==> config.mk <==
export PLATFORM = sky130hd
export DESIGN_NAME = iosp_cell
export DESIGN_NICKNAME = d
export VERILOG_FILES = /design/src/rtl/iosp_pkg.sv /design/src/rtl/iosp_cell.sv
export SDC_FILE = /design/constraint.sdc
export NUM_CORES = 1
export LEC_CHECK = 0
export BUFFER_PORTS_ARGS = -buffer_cell sky130_fd_sc_hd__buf_2
export CELL_PAD_IN_SITES_DETAIL_PLACEMENT = 0
export CELL_PAD_IN_SITES_GLOBAL_PLACEMENT = 2
export CORE_MARGIN = 10
export CORE_UTILIZATION = 27
export DETAILED_ROUTE_END_ITERATION = 16
export PLACE_DENSITY_LB_ADDON = 0.1
export REMOVE_ABC_BUFFERS = 1
export SLEW_MARGIN = 20
export SYNTH_ARGS = -nofsm -noshare
export SYNTH_HDL_FRONTEND = slang
export SYNTH_SLANG_ARGS = --single-unit
==> constraint.sdc <==
create_clock -name clk -period 6.7 [get_ports clk]
set_input_delay 0.67 -clock clk [delete_from_list [all_inputs] [get_ports clk]]
set_output_delay 0.67 -clock clk [all_outputs]
set_load 0.02 [all_outputs]
==> src/rtl/iosp_pkg.sv <==
`timescale 1ns / 1ps
// ----------------------------------------------------------------------------
// iosp_pkg
// Shared types and constants for the interval overlap speaker select block:
// command, match and state codes, the stored entry and the running best record.
// ----------------------------------------------------------------------------
package iosp_pkg;

  localparam int TIME_W  = 40;
  localparam int LABEL_W = 8;
  localparam int TOL_W   = 24;
  localparam int OUT_W   = LABEL_W + 1;

  localparam logic [TOL_W-1:0]        TOL_RESET  = 24'd500000;
  localparam logic signed [OUT_W-1:0] LABEL_NONE = '1;

  // register index taken from the word address
  localparam logic REG_TOL = 1'b0;

  typedef enum logic [1:0] {
    CMD_CLEAR  = 2'd0,
    CMD_APPEND = 2'd1,
    CMD_QUERY  = 2'd2
  } cmd_t;

  typedef enum logic [1:0] {
    KIND_NONE    = 2'd0,
    KIND_OVERLAP = 2'd1,
    KIND_NEAREST = 2'd2
  } kind_t;

  typedef enum logic [1:0] {
    ST_IDLE,
    ST_SCAN,
    ST_FINISH
  } state_t;

  // one labelled interval held in a ring cell
  typedef struct packed {
    logic [TIME_W-1:0]  onset_us;
    logic [TIME_W-1:0]  end_us;
    logic [LABEL_W-1:0] label;
  } entry_t;

  // best overlap and nearest gap seen so far in a scan
  typedef struct packed {
    logic [TIME_W-1:0]  ov_us;
    logic [LABEL_W-1:0] ov_label;
    logic               have_near;
    logic [TIME_W-1:0]  gap_us;
    logic [LABEL_W-1:0] gap_label;
  } best_t;

endpackage

==> src/rtl/iosp_cell.sv <==
`timescale 1ns / 1ps
// ----------------------------------------------------------------------------
// iosp_cell
// One ring cell: holds one interval, loads it on append and passes it on
// to the neighbouring cell while the ring rotates.
// ----------------------------------------------------------------------------
module iosp_cell (
  input  logic             clk,
  input  logic             load_en,
  input  iosp_pkg::entry_t load_entry,
  input  logic             shift_en,
  input  iosp_pkg::entry_t shift_in,
  output iosp_pkg::entry_t entry
);

  iosp_pkg::entry_t entry_r;
  iosp_pkg::entry_t entry_nxt;

  // load wins; append and rotation never coincide
  always_comb begin
    entry_nxt = entry_r;
    if (load_en) begin
      entry_nxt = load_entry;
    end else if (shift_en) begin
      entry_nxt = shift_in;
    end
  end

  always_ff @(posedge clk) begin
    entry_r <= entry_nxt;
  end

  assign entry = entry_r;

endmodule

==> impl_metrics.env <==
export IMPL_outcome="finished, final reports clean"
export IMPL_port_buffers=266
export IMPL_path_clk_slew_ps=60
export IMPL_finalHoldViolations=0
export IMPL_min_delay_start="shift_in[76]"
export IMPL_routed_wirelength_um=12200
export IMPL_fin_crit_ps=2320
export IMPL_grt_max_degree=66
export IMPL_pre_cts_slack_ps=3940
export IMPL_cts_tree="built"
export IMPL_yosysSeqAreaShare_pct=70.6
export IMPL_yosys_warnings=0
export IMPL_layoutNonFillerInstCount=636
export IMPL_dpl_hpwl_um=9780
export IMPL_drt_iter0_markers=39
export IMPL_power_density_nw_per_um2=254
export IMPL_die_h_um=138
export IMPL_synth_avg_cell_area_um2=20.0
export IMPL_mostFrequentLayoutCells="265 x buf_2, 88 x edfxtp_1, 79 x mux2_2, 9 x mux2_4, 9 x clkbuf_16"
export IMPL_ctsResizeCount=0
export IMPL_cts_inserted_buffers=9
export IMPL_hp_class="in -> reg"
export IMPL_grt_pass1_vias=2949
export IMPL_p_total_uw=1390
export IMPL_grtUsageTotal_pct=12.1
export IMPL_finalMaxSlewViolations=0
export IMPL_layout_commonest_cell="buf_2"
export IMPL_crit_required_ps=6670
export IMPL_maxCapViolations=0
export IMPL_tns_ps=0
export IMPL_clkPwrFrac_pct=31.3
export IMPL_grt_busiest_layer="met2"
export IMPL_gp_congestion=0.770
export IMPL_switching_share_pct=25.4
export IMPL_worstMarginPinSlew_ps=878
export IMPL_synth_distinct_cells=6
export IMPL_grt_pass1_wl_um=17000
export IMPL_seqPwrFrac_pct=49.5
export IMPL_die_x_um=138
export IMPL_use_met3_pct=6.52
export IMPL_synth_top_cell_area_share_pct=70.6
export IMPL_leakage_uw=0.00246
export IMPL_setup_viol_count_final=0
export IMPL_yosysTopAreaCell="edfxtp_1"
export IMPL_htreeDepth=3
export IMPL_drt_first_pass_iters=5
export IMPL_viasPerCell=4.16
export IMPL_dp_cells=621
export IMPL_start_util_pct=27.9
export IMPL_grt_util_met1_pct=12.9
export IMPL_final_nets=635
export IMPL_synth_seq_cells=88
export IMPL_cts_hold_buf=0
export IMPL_rsz0062_at_grt="no"
export IMPL_drive_above_1_share_pct=79.6
export IMPL_layout_area_seq_um2=2640
export IMPL_post_route_period_util_pct=34.6
export IMPL_synthTopCellsByArea="edfxtp_1 71%, mux2_2 24%, mux2_4 3.6%, buf_2 0.94%, buf_6 0.90%"
export IMPL_n_antenna_cell=0
export IMPL_n_fill_cell=1303
export IMPL_core_area_um2=13400
export IMPL_critPathKind="in -> reg"
export IMPL_irDropWorstVdd_mv=0.106
export IMPL_cts_setup_buffers=0
export IMPL_ant_nets=0
export IMPL_power_frac_comb_pct=19.2
export IMPL_synth_cell_area_um2=3740
export IMPL_cp_end_kind="register"
export IMPL_power_switching_uw=355
export IMPL_via_count=2643
export IMPL_syn2layout_area_growth_pct=46.8
export IMPL_clockBufferDepth=2
export IMPL_largest_register_ffs=88
export IMPL_antenna_found_initial=0
export IMPL_start_kind="input pin"
export IMPL_max_freq_ghz=0.432
export IMPL_clock_sinks=88
export IMPL_p_int_uw=1040
export IMPL_multiInputGateArea_um2=1030
export IMPL_slew_headroom_pct=41.4
export IMPL_ios=267
export IMPL_critical_path_arrival_ps=2280
export IMPL_drc=0
export IMPL_cp_max_fo=45
export IMPL_overflow=0
export IMPL_grt_use_met2_pct=19.6
export IMPL_worst_slack_ps=4380
export IMPL_cts_root_buffer="clkbuf_16"
export IMPL_num_rows=42
export IMPL_routedWlPerCell_um=19.2
export IMPL_cp_startpoint="load_en"
export IMPL_synthesis_instances=187
export IMPL_die_area_um2=19000
cell usage after synthesis (all sizes together):
| cell | n |
|---|---|
| edfxtp | 88 |
| mux2 | 88 |
| buf | 10 |
| or2 | 1 |
path summary, 6_finish.rpt:
path,to,slack (ps),depth (start not counted)
setup / recovery,entry[65],4380,3
hold / removal,entry[76],630,2
power by group through the flow:
| stage | logic (uW) | clock network [uW] | registers, uW |
|---|---|---|---|
| global placement | 274 | 0 | 700 |
| global route | 289 | 481 | 695 |
| detailed placement | 275 | 0 | 702 |
| floorplan | 53.8 | 0 | 786 |
| finish | 268 | 437 | 689 |
| CTS | 275 | 456 | 691 |
stage by stage:
stage          hold WS [ps]  area, um^2  utilization [%]
2_1_floorplan           887        3670                -
3_3_place_gp            972        5250             39.1
3_5_place_dp            974        5250             39.1
4_1_cts                 613        5490             41.0
5_1_grt                 617        5490             41.0
6_report                628        5490             41.0
worst max-delay path, cell delays in order:
cell   delay (ps)
buf_4         330
or2_4         620
buf_4         610
cells by family (layout without fill, tap and decap cells):
kind of cell,Yosys count,in the layout,share of synthesized area [%]
mux,88,88,27.4
flops,88,88,70.6
simple gates,1,1,0.167
buf+inv,10,283,1.84
final cells by class:
class | instances | share of cell area [%]
tap | 176 | 4.01
multi-input combinational | 89 | 18.8
clock buffer | 13 | 4.37
sequential | 88 | 48.1
timing repair buffer | 268 | 24.6
clock inverter | 2 | 0.137
metal layers:
| layer | vias up | part of all wire (%) |
|---|---|---|
| met4 | 0 | 1.1 |
| met2 | 165 | 48 |
| met5 | - | 0 |
| met3 | 11 | 15 |
| met1 | 1191 | 36 |
| li1 | 1276 | - |
Power figures use the tool's default switching activity.
