--- src/rtl/iosp_pkg.sv ---
`timescale 1ns / 1ps
// ----------------------------------------------------------------------------
// iosp_pkg
// Shared types and constants for the interval overlap speaker select block:
// command, match and state codes, the stored entry and the running best record.
// ----------------------------------------------------------------------------
package iosp_pkg;

  localparam int TIME_W  = 40;
  localparam int LABEL_W = 8;
  localparam int TOL_W   = 24;
  localparam int OUT_W   = LABEL_W + 1;

  localparam logic [TOL_W-1:0]        TOL_RESET  = 24'd500000;
  localparam logic signed [OUT_W-1:0] LABEL_NONE = '1;

  // register index taken from the word address
  localparam logic REG_TOL = 1'b0;

  typedef enum logic [1:0] {
    CMD_CLEAR  = 2'd0,
    CMD_APPEND = 2'd1,
    CMD_QUERY  = 2'd2
  } cmd_t;

  typedef enum logic [1:0] {
    KIND_NONE    = 2'd0,
    KIND_OVERLAP = 2'd1,
    KIND_NEAREST = 2'd2
  } kind_t;

  typedef enum logic [1:0] {
    ST_IDLE,
    ST_SCAN,
    ST_FINISH
  } state_t;

  // one labelled interval held in a ring cell
  typedef struct packed {
    logic [TIME_W-1:0]  onset_us;
    logic [TIME_W-1:0]  end_us;
    logic [LABEL_W-1:0] label;
  } entry_t;

  // best overlap and nearest gap seen so far in a scan
  typedef struct packed {
    logic [TIME_W-1:0]  ov_us;
    logic [LABEL_W-1:0] ov_label;
    logic               have_near;
    logic [TIME_W-1:0]  gap_us;
    logic [LABEL_W-1:0] gap_label;
  } best_t;

endpackage

--- src/rtl/iosp_eval.sv ---
`timescale 1ns / 1ps
// ----------------------------------------------------------------------------
// iosp_eval
// Two-stage compare unit at the head of the ring: stage one forms overlap and
// gap of the head entry against the word, stage two keeps the best of each.
// ----------------------------------------------------------------------------
module iosp_eval (
  input  logic                                clk,
  input  logic                                rst_n,
  input  logic                                clr,
  input  logic                                vld,
  input  iosp_pkg::entry_t                    head,
  input  logic [iosp_pkg::TIME_W-1:0]         word_start_us,
  input  logic [iosp_pkg::TIME_W-1:0]         word_end_us,
  output iosp_pkg::best_t                     best
);

  localparam int TW = iosp_pkg::TIME_W;

  logic [TW-1:0]             lo_end;
  logic [TW-1:0]             hi_start;
  logic [TW:0]               ov_full;
  logic                      ov_pos;
  logic [TW-1:0]             gap;

  logic                      st1_vld_r, st1_vld_nxt;
  logic                      st1_ovp_r;
  logic [TW-1:0]             st1_ov_r;
  logic [TW-1:0]             st1_gap_r;
  logic [iosp_pkg::LABEL_W-1:0] st1_label_r;

  iosp_pkg::best_t           best_r, best_nxt;

  // stage one: overlap = min(ends) - max(starts), gap to the nearer edge
  always_comb begin
    lo_end   = (word_end_us < head.end_us) ? word_end_us : head.end_us;
    hi_start = (word_start_us > head.onset_us) ? word_start_us : head.onset_us;
    ov_full  = {1'b0, lo_end} - {1'b0, hi_start};
    ov_pos   = !ov_full[TW] && (ov_full[TW-1:0] != '0);
    if (word_end_us <= head.onset_us) begin
      gap = head.onset_us - word_end_us;
    end else if (word_start_us >= head.end_us) begin
      gap = word_start_us - head.end_us;
    end else begin
      gap = '0;
    end
  end

  assign st1_vld_nxt = vld;

  always_ff @(posedge clk) begin
    if (!rst_n) begin
      st1_vld_r <= 1'b0;
    end else begin
      st1_vld_r <= st1_vld_nxt;
    end
  end

  always_ff @(posedge clk) begin
    st1_ovp_r   <= ov_pos;
    st1_ov_r    <= ov_full[TW-1:0];
    st1_gap_r   <= gap;
    st1_label_r <= head.label;
  end

  // stage two: strict improvement only, so ties keep the earlier entry
  always_comb begin
    best_nxt = best_r;
    if (clr) begin
      best_nxt = '0;
    end else if (st1_vld_r) begin
      if (st1_ovp_r && (st1_ov_r > best_r.ov_us)) begin
        best_nxt.ov_us    = st1_ov_r;
        best_nxt.ov_label = st1_label_r;
      end
      if (!best_r.have_near || (st1_gap_r < best_r.gap_us)) begin
        best_nxt.have_near = 1'b1;
        best_nxt.gap_us    = st1_gap_r;
        best_nxt.gap_label = st1_label_r;
      end
    end
  end

  always_ff @(posedge clk) begin
    if (!rst_n) begin
      best_r <= '0;
    end else begin
      best_r <= best_nxt;
    end
  end

  assign best = best_r;

endmodule

--- config.mk ---
export PLATFORM = sky130hd
export DESIGN_NAME = iosp_eval
export DESIGN_NICKNAME = d
export VERILOG_FILES = /design/src/rtl/iosp_pkg.sv /design/src/rtl/iosp_eval.sv
export SDC_FILE = /design/constraint.sdc
export NUM_CORES = 1
export LEC_CHECK = 0
export ABC_AREA = 1
export BUFFER_PORTS_ARGS = -buffer_cell sky130_fd_sc_hd__buf_2
export CAP_MARGIN = 20
export CORE_ASPECT_RATIO = 1.5
export CORE_UTILIZATION = 42
export CTS_BUF_LIST = sky130_fd_sc_hd__clkbuf_16
export CTS_CLUSTER_SIZE = 8
export DETAILED_ROUTE_END_ITERATION = 10
export PLACE_DENSITY_LB_ADDON = 0.15
export SYNTH_ARGS = -nofsm -noshare
export SYNTH_HDL_FRONTEND = slang
export SYNTH_SLANG_ARGS = --single-unit
--- constraint.sdc ---
create_clock -name clk -period 6.41 [get_ports clk]
set_input_delay 0.9615 -clock clk [delete_from_list [all_inputs] [get_ports clk]]
set_output_delay 0.9615 -clock clk [all_outputs]
set_load 0.01 [all_outputs]
==> metrics.cfg <==
[cts]
clockBufferDepth = 2
numCtsBuffers = 17
h-tree-depth = 4
holdBufCountCts = 0
clock-root-buffer = clkbuf_16
clk_pin_slew_worst_paths_ns = 0.09
ctsResizeCount = 0
clock_latency_ns = 0.48
cts_setup_buffers = 0
cts_tree = done
cts_sinks = 187

[final_layout]
final_util = 0.4815
num-nets-final = 3868
fillers = 4936
layout_common_cells = nand2_1, inv_1, nor2_1
final_common_cell = nand2_1
post_route_cells_drive_above_1_share = 0.1106
area_delta_synth_final_pct = 13.30

[pwr]
p_int_w = 0.002803
power_frac_seq = 0.285
leakage_nw = 11.40
pwr-share-clk = 0.225
powerDensity_mw_per_mm2 = 241.3
switching_share = 0.4714
peakVddDrop_mv = 0.1790
combPwrFrac = 0.490
p_sw_w = 0.002500

[floorplan]
pin_count = 269
rows = 96
dieArea_mm2 = 0.04706
die_h_um = 265.2
core-area_mm2 = 0.04564
start_util = 0.4249
die_w_um = 177.5

[synth]
yosysWarnings = 0
yosysTopAreaCellShare = 0.1930
synth_edf_count = 0
synth_area_leader_cell = dfxtp_1
synth-seq-cells = 187
syn-num-nets = 3623
syn_area_mm2 = 0.01940
synth.distinct_cells = 51
synth_cells = 3170
ys_seq_area_frac = 0.1930
postSynth.asyncResetShare = 0
netlist_top_cells_area = dfxtp_1, ha_1, nand2_1, inv_1, nor2_1
yosys_most_used_dff = dfxtp_1
synth_area_per_cell_um2 = 6.119

[critical_path]
cp-end-kind = flip-flop
path_buf_inv = 5
startpoint_type = input port
cpLargestDelayFamily = simple AND/OR/NAND/NOR gates
critical-path-max-stage-delay_ns = 0.66
crit_fanout = 16
crit_top_cell = nand2_1
critPathKind = in -> reg
cp.arrival_ns = 6.21
required_ns = 6.75
slowest_stage = nor4_1

[place]
dp_hpwl_um = 71830
routabilityCongestion = 1.032
portBuffers = 268

[drt]
drtPass1Iterations = 5
drcViolationCount = 0
drt_wl_total_um = 83140
routedWlPerCell_um = 20.69
vias_per_cell = 5.383
ant_nets = 0
drtIter0Drc = 1302
vias = 21630

[global_routing]
grt_pass1_wl_um = 122800
gr-total-overflow = 0
antenna_found_initial = 2
grt_usage = 0.3510
grt_max_degree = 52
first_global_vias = 21630

[sta]
slew_violations = 0
relSlewSlack = 0.2826
tns_ns = 0
min_period_ns = 5.865
min_period_over_period = 0.9150
skew_ns = 0.02271
rsz0062_at_grt = no
worstMarginPinSlew_ns = 1.065
setup_viol = 0
fmax_mhz = 170.5
finalHoldViolCount = 0

[run_status]
outcome = finished clean

[worst_hold_path]
hp-class = reg -> reg

[run]
max_cap_viol_count = 0

## layer usage
metal  GRT usage  vias up  wire, um
li1            -    10720         -
met1      0.3706    10050     31480
met2      0.6456      632     42210
met3     0.02802      221      2889
met4      0.2525        0      6559
met5           0        -         0
## registers in the layout, indices dropped and copies added, names as in the netlist
name,cells
st1_ov_r,40
st1_ovp_r,1
st1_vld_r,1
st1_label_r,8
st1_gap_r,40
best,97
## power groups by stage
stage               Sequential (W)  Combinational [W]  Clock (W)
floorplan                  0.00149            0.00172          0
CTS                        0.00151            0.00257    0.00122
global route               0.00153            0.00290    0.00125
detailed placement         0.00154            0.00255          0
finish                     0.00151            0.00260    0.00119
global placement           0.00153            0.00253          0
## kinds of logic (layout without fill, tap and decap cells)
group	Yosys count	in the layout	share of synthesized area
other	0	2	0
AOI/OAI and AO/OA	557	557	0.1580
DFF	187	187	0.1930
adders and majority gates	281	281	0.1824
and+or+nand+nor	1469	1469	0.3125
buffers and inverters	605	863	0.1219
xor gates and xnor gates	71	71	0.03206
## synth_stat cells (all sizes together) (2+ instances only)
cell	number
or2	5
nor4	13
a211oi	10
fa	3
a21o	8
nand4	36
inv	543
dfxtp	187
o21a	8
xor2	32
buf	21
a31oi	8
nor4b	2
o211ai	8
a21oi	263
o21bai	10
o2111ai	3
ha	278
nand3b	10
o221ai	2
clkbuf	41
xnor2	39
a21boi	7
nor3	22
and3	3
nand3	185
o21ai	203
o22ai	22
nand2	842
nor2	349
## stage by stage
stage	hold slack (ns)	worst slack (ns)	total power, W	instances	area [um2]
finish	0.4768	0.5446	0.005303	4018	21980
CTS	0.4740	0.7126	0.005300	4015	21950
global placement	0.4504	0.1109	0.004064	3982	21300
detailed placement	0.4605	0.2497	0.004094	3983	21310
global route	0.4894	0.2644	0.005685	4018	21980
floorplan	0.4590	2.062	0.003208	3170	19400
## layout make-up
| cell class | instances | area (um2) | share of cell area |
|---|---|---|---|
| well taps | 588 | 735.7 | 0.03348 |
| clock inverters | 15 | 215.2 | 0.009793 |
| diodes | 2 | 5.005 | 0.0002277 |
| clock buffers | 17 | 425.4 | 0.01936 |
| multi-input cells | 2378 | 13300 | 0.6050 |
| flip-flops and latches | 187 | 3745 | 0.1704 |
| inverters | 543 | 2038 | 0.09275 |
| repair buffers | 288 | 1516 | 0.06900 |
## worst min-delay path, cell delays in order, from the launching register on
cell     delay [ns]
dfxtp_1        0.32
nand2_1        0.06
a21oi_1        0.06
## worst paths after layout
| path | start | to | slack [ns] | cells after the start |
|---|---|---|---|---|
| max | head[47] | st1_ovp_r | 0.54 | 28 |
| min | best[2] | best[2] | 0.48 | 2 |
| max reg2reg | best[96] | best[79] | 2.74 | 16 |
| min reg2reg | best[2] | best[2] | 0.48 | 2 |
Note: power is estimated with default switching activity, not from simulation.
